File: src/design/binomial_coefficient_defines.svh
// Assertion macros for the binomial coefficient block.
// Included by design/binomial_coefficient.sv; assumes a clk and arst_n in scope.
`ifndef BINOMIAL_COEFFICIENT_DEFINES_SVH
`define BINOMIAL_COEFFICIENT_DEFINES_SVH

`ifndef SYNTHESIS
// Antecedent implies consequent in the same cycle.
`define BC_ASSERT_SAME(label, ante, cons, msg) \
	label: assert property (@(posedge clk) disable iff (!arst_n) (ante) |-> (cons)) \
		else $error(msg);
// Antecedent implies consequent in the following cycle.
`define BC_ASSERT_NEXT(label, ante, cons, msg) \
	label: assert property (@(posedge clk) disable iff (!arst_n) (ante) |=> (cons)) \
		else $error(msg);
`else
`define BC_ASSERT_SAME(label, ante, cons, msg)
`define BC_ASSERT_NEXT(label, ante, cons, msg)
`endif

`endif

File: src/design/bc_pkg.sv
// Shared constants for the binomial coefficient block.
// No dependencies.
package bc_pkg;
	// Width of the coefficient result field.
	localparam int COEF_BITS = 32;
endpackage

File: src/design/binomial_coefficient.sv
// Binomial coefficient C(n, r) by the multiplicative rule, bit serial.
// r > n, r = 0 and r = n are answered straight from idle; otherwise each step i = 1..r
// runs a shift-add multiply by n - i + 1, then a restoring divide by i over WORD_BITS bits,
// and the quotient of step r is reported as the coefficient.
// One item at a time: busy drops as done rises, so the next start may follow at once.
// arst_n clears the controller to idle; results cannot be stalled.
`include "binomial_coefficient_defines.svh"

module binomial_coefficient
	import bc_pkg::*;
#(
	parameter int WORD_BITS  = 32,
	parameter int COUNT_BITS = 10
) (
	input  logic                  clk,
	input  logic                  arst_n,
	input  logic                  start,
	output logic                  busy,
	input  logic [COUNT_BITS-1:0] n_total,
	input  logic [COUNT_BITS-1:0] r_choose,
	output logic                  done,
	output logic [COEF_BITS-1:0]  coefficient
);

	localparam int CNT_W = (WORD_BITS > 1) ? $clog2(WORD_BITS) : 1;

	typedef enum logic [1:0] {
		ST_IDLE,
		ST_MUL,
		ST_DIV
	} state_t;

	state_t                state_q;
	logic [COUNT_BITS-1:0] n_q;
	logic [COUNT_BITS-1:0] r_q;
	logic [COUNT_BITS-1:0] i_q;
	logic [COUNT_BITS-1:0] factor_q;
	logic [WORD_BITS-1:0]  mcand_q;
	logic [WORD_BITS-1:0]  prod_q;
	logic [WORD_BITS-1:0]  dvd_q;
	logic [COUNT_BITS-1:0] rem_q;
	logic [CNT_W-1:0]      cnt_q;
	logic                  done_q;
	logic [COEF_BITS-1:0]  coef_q;

	logic [COUNT_BITS:0]   trial;
	logic                  q_bit;
	logic [COUNT_BITS:0]   rem_diff;
	logic [WORD_BITS-1:0]  dvd_next;
	logic [COEF_BITS-1:0]  dvd_fit;

	// One restoring division step: bring down the next dividend bit.
	assign trial    = {rem_q, dvd_q[WORD_BITS-1]};
	assign q_bit    = (trial >= {1'b0, i_q});
	assign rem_diff = trial - {1'b0, i_q};
	assign dvd_next = {dvd_q[WORD_BITS-2:0], q_bit};

	generate
		if (WORD_BITS >= COEF_BITS) begin : g_trunc
			assign dvd_fit = dvd_next[COEF_BITS-1:0];
		end else begin : g_extend
			assign dvd_fit = {{(COEF_BITS-WORD_BITS){1'b0}}, dvd_next};
		end
	endgenerate

	always_ff @(posedge clk or negedge arst_n) begin
		if (!arst_n) begin
			state_q  <= ST_IDLE;
			done_q   <= 1'b0;
			coef_q   <= '0;
			n_q      <= '0;
			r_q      <= '0;
			i_q      <= '0;
			factor_q <= '0;
			mcand_q  <= '0;
			prod_q   <= '0;
			dvd_q    <= '0;
			rem_q    <= '0;
			cnt_q    <= '0;
		end else begin
			done_q <= 1'b0;
			case (state_q)
				ST_IDLE: begin
					if (start) begin
						n_q <= n_total;
						r_q <= r_choose;
						if (r_choose > n_total) begin
							coef_q <= '0;
							done_q <= 1'b1;
						end else if (r_choose == '0 || r_choose == n_total) begin
							coef_q <= COEF_BITS'(1);
							done_q <= 1'b1;
						end else begin
							// First step multiplies the unit accumulator by n.
							i_q      <= COUNT_BITS'(1);
							factor_q <= n_total;
							mcand_q  <= WORD_BITS'(1);
							prod_q   <= '0;
							state_q  <= ST_MUL;
						end
					end
				end
				ST_MUL: begin
					if (factor_q == '0) begin
						dvd_q   <= prod_q;
						rem_q   <= '0;
						cnt_q   <= '0;
						state_q <= ST_DIV;
					end else begin
						if (factor_q[0]) begin
							prod_q <= prod_q + mcand_q;
						end
						mcand_q  <= {mcand_q[WORD_BITS-2:0], 1'b0};
						factor_q <= factor_q >> 1;
					end
				end
				ST_DIV: begin
					rem_q <= q_bit ? rem_diff[COUNT_BITS-1:0] : trial[COUNT_BITS-1:0];
					dvd_q <= dvd_next;
					cnt_q <= cnt_q + CNT_W'(1);
					if (cnt_q == CNT_W'(WORD_BITS - 1)) begin
						if (i_q == r_q) begin
							coef_q  <= dvd_fit;
							done_q  <= 1'b1;
							state_q <= ST_IDLE;
						end else begin
							// Next factor is n - (i + 1) + 1.
							mcand_q  <= dvd_next;
							factor_q <= n_q - i_q;
							prod_q   <= '0;
							i_q      <= i_q + COUNT_BITS'(1);
							state_q  <= ST_MUL;
						end
					end
				end
				default: begin
					state_q <= ST_IDLE;
				end
			endcase
		end
	end

	assign busy        = (state_q != ST_IDLE);
	assign done        = done_q;
	assign coefficient = coef_q;

	`BC_ASSERT_NEXT(a_over_zero, start && !busy && (r_choose > n_total), done && coefficient == '0, "choice above set must give zero at once")
	`BC_ASSERT_NEXT(a_empty_one, start && !busy && (r_choose == '0), done && coefficient == COEF_BITS'(1), "empty choice must give one at once")
	`BC_ASSERT_SAME(a_done_idle, done, !busy, "result strobe while a step is still running")
	`BC_ASSERT_SAME(a_div_nonzero, state_q == ST_DIV, i_q != '0 && i_q <= r_q, "divisor outside one to r")

endmodule

File: config.mk
export PLATFORM = sky130hd
export DESIGN_NAME = binomial_coefficient
export DESIGN_NICKNAME = d
export VERILOG_FILES = /design/src/design/bc_pkg.sv /design/src/design/binomial_coefficient.sv
export VERILOG_INCLUDE_DIRS = /design/src /design/src/design
export SDC_FILE = /design/constraint.sdc
export NUM_CORES = 1
export LEC_CHECK = 0
export BUFFER_PORTS_ARGS = -buffer_cell sky130_fd_sc_hd__buf_2
export CORE_MARGIN = 2
export CORE_UTILIZATION = 55
export DETAILED_ROUTE_END_ITERATION = 8
export PLACE_DENSITY = 0.77
export SLEW_MARGIN = 5
export SYNTH_ARGS = -nofsm -noshare
export SYNTH_HDL_FRONTEND = slang
export SYNTH_SLANG_ARGS = --single-unit
File: constraint.sdc
create_clock -name clk -period 4.6 [get_ports clk]
set_clock_uncertainty 0.1 [all_clocks]
set_input_delay 0.69 -clock clk [delete_from_list [all_inputs] [get_ports clk]]
set_output_delay 0.69 -clock clk [all_outputs]
set_load 0.05 [all_outputs]
==> metrics.txt <==
Post-Synthesis Cells=1243; Max-Cap Viols=0; CTS Sinks=186; Clock transition at path regs=approximately 0.070 ns; worst min path class=in -> async; RD Place Congestion=between 0.9 and 1; Crit Path Max Fanout=between 60 and 70; peak supply drop=~0.00024 V; pwr dens=290 mW/mm^2; Worst EP required=approximately 4.8 ns; Root Buffer=clkbuf_16; Ys Warns=0; Seq/Total Area, Yosys=43.5%; leakage=slightly below 6 nW; Min Hold Slack=between 0.2 and 0.25 ns; Slew Limit Headroom=a little over a fifth; vias in the first global route=8539; Final setup viols=0; Worst R2R Start=i_q[0]$_DFFE_PN0P_; DP Cell Count=approximately 1500; io pins=57; # DRC=0; max-slew violations=0; Layout Cells excl Fill=between 1500 and 2000; global-route wire length before repair=roughly 42000 microns; Worst Setup Start Kind=input port; FP Rows=about 50; Syn-to-layout area delta=10.5%; Global Route Usage Sum=between 20 and 30%; Pwr Total=0.00343 W; DIE WIDTH=approximately 140 microns; worst reg2reg setup slack=between 1 and 1.5 ns; Post-DRT Antenna Nets=0; critical path type=in -> reg; setup TNS=0 ns; syn avg cell area=around 8.6 sq um; Core Region=around 0.019 sq mm; Critical Path AT=between 3 and 4 ns; htree depth=4; Longest Clk Path Bufs=2; Synth Net Count=between 1000 and 1500; final hold vios=0; cells on worst reg2reg path=9; asr flop ratio synth=between 90% and 100%; Final Cycle Share=between 70% and 80%; Initial Util=55.6%; DRT iter0 DRCs=around 580; initial antenna violation count=0; antenna cells=0; Post-CTS Hold Fix Bufs=0; fillcell total=~1700; placed wire-length estimate=roughly 17000 microns; unrepaired setup endpoints after global routing=no; routed wire length=between 20000 and 25000 microns; CTS tree=built; Reg area=around 0.0047 sq mm; clk_lat worst skew=approximately 0.44 ns; synthesized area=between 0.01 and 0.015 sq mm; post-CTS setup buffer count=0; DIE AREA=0.0206 sq mm; fin crit period=between 3 and 4 ns; largest net degree at the start of global routing=96; grt ovf=0; status=finished, final reports clean; reg2reg end=mcand_q[18]$_DFFE_PN0P_; fmax=around 280 MHz; area of the multi-input gates=0.00567 sq mm; post-cts sizing count=0; Die H=144 microns; placed instance area=roughly 0.011 sq mm; fin nets=between 1000 and 1500; post-DR wirelength/cell=16.1 microns; EDFF count, synth=0; Crit. End Element=flop; Seq cells post-synth=between 150 and 200; CTS Buf Count=17; fin area=between 0.01 and 0.015 sq mm; mean number of vias per cell=5.71; 1st-pass router iterations=5; Most used DFF post-synth=dfrtp_1; Yosys cell types=54; Worst Max-Slew Pin Slew=1.18 ns; IO Port Bufs=56; share of cells above drive strength 1=under 10%; Vias=roughly 8800
==> worst max path at each step <==
stage | start | end | slack (ns) | cells past startpoint
finish | n_total[9] | mcand_q[18]$_DFFE_PN0P_ | 1.0 | 12
global route | n_total[7] | mcand_q[18]$_DFFE_PN0P_ | 0.76 | 13
CTS | i_q[0]$_DFFE_PN0P_ | mcand_q[18]$_DFFE_PN0P_ | 1.04 | 9
detailed placement | n_total[9] | mcand_q[20]$_DFFE_PN0P_ | 0.62 | 12
global placement | n_total[7] | mcand_q[17]$_DFFE_PN0P_ | 0.75 | 13
floorplan | n_total[7] | prod_q[10]$_DFFE_PN0P_ | 1.37 | 13
==> layout make-up <==
class | instances | share of cell area, %
Tap cell | 265 | 2.80
Clock inverter | 11 | 1.37
Clock buffer | 21 | 3.89
Inverter | 43 | 1.36
Timing Repair Buffer | 67 | 3.35
Sequential cell | 186 | 39.3
Multi-Input combinational cell | 949 | 47.9
==> cell usage after synthesis (6+ instances only) <==
cell type  count  area (sq um)
nand4_1       13          81.3
nor3_1         8          40.0
xnor2_1       25           219
o31ai_1       24           180
mux2_2        11           124
nor2b_1        6          37.5
buf_1          6          22.5
o21ai_0      162           811
a21o_1        33           248
nand3_1       23           115
nand2_1      333          1250
o211ai_1      10          75.1
and3_1         8          50.1
a21oi_1       40           200
o221ai_1       6          52.6
xor2_1        26           228
dfrtp_1      186          4650
ha_1          67           838
clkbuf_1      55           206
o21bai_1       7          52.6
a31oi_1        8          50.1
inv_1         43           161
a21boi_0      34           255
nor2_1        36           135
o21a_1         7          52.6
==> layer usage <==
layer / global-route usage (%) / wire (microns)
met2: 41.8 / 11900
met5: 0 / 0
met1: 34.6 / 11300
met4: 9.44 / 652
met3: 4.63 / 1060
==> per-stage QoR <==
step           utilization [%]  setup WS [ns]
6_report                  61.4          0.997
5_1_grt                   61.4          0.756
4_1_cts                   61.4           1.04
3_5_place_dp              58.2          0.619
3_3_place_gp              58.2          0.753
2_1_floorplan                -           1.37
==> cell usage in the layout (no fill, tap or decap), types with 6 or more instances in the layout <==
cell,synthesis,routed
o21a_1,7,7
a31oi_1,8,8
nand2_1,333,333
nand4_1,13,13
dfrtp_1,186,186
ha_1,67,65
and3_1,8,8
buf_4,0,9
o21bai_1,7,7
nand3_1,23,23
o211ai_1,10,10
buf_2,4,55
clkbuf_16,0,17
a21o_1,33,30
o31ai_1,24,24
o21ai_0,162,162
xnor2_1,25,25
o221ai_1,6,6
mux2_2,11,11
a21boi_0,34,34
xor2_1,26,26
inv_1,43,43
nor2b_1,6,6
nor3_1,8,8
a21oi_1,40,39
nor2_1,36,36
==> flip-flops by register name (all words and copies together), names as in the netlist <==
register,flops
prod_q,32
i_q,10
factor_q,10
done,1
dvd_q,32
r_q,10
n_q,10
rem_q,10
mcand_q,32
cnt_q,5
state_q,2
coefficient,32
==> worst max-delay path, cell delays in order <==
cell      delay, ns
buf_2          0.07
inv_1          0.06
ha_1           0.32
nand4_1        0.17
nor3_1         0.34
a31oi_1        0.11
o2111a_1       0.20
o22ai_2        0.28
or3_1          0.22
a21o_2         0.85
buf_4          0.35
o21ai_0        0.13
==> report_power, final <==
group          internal, W  switching, W  total (W)
registers          0.00166     0.0000117    0.00167
clock network     0.000896      0.000663    0.00156
logic            0.0000446      0.000157   0.000201
==> cell families after synthesis <==
group | count (synthesis) | share of synthesized area [%]
simple gates | 448 | 17.3
compound gates | 364 | 21.2
flops | 186 | 43.5
buf+inv | 108 | 3.83
fa+ha+maj | 70 | 8.39
xor+xnor | 51 | 4.17
mux | 16 | 1.62
No activity file was read; power rests on OpenSTA's default activity.
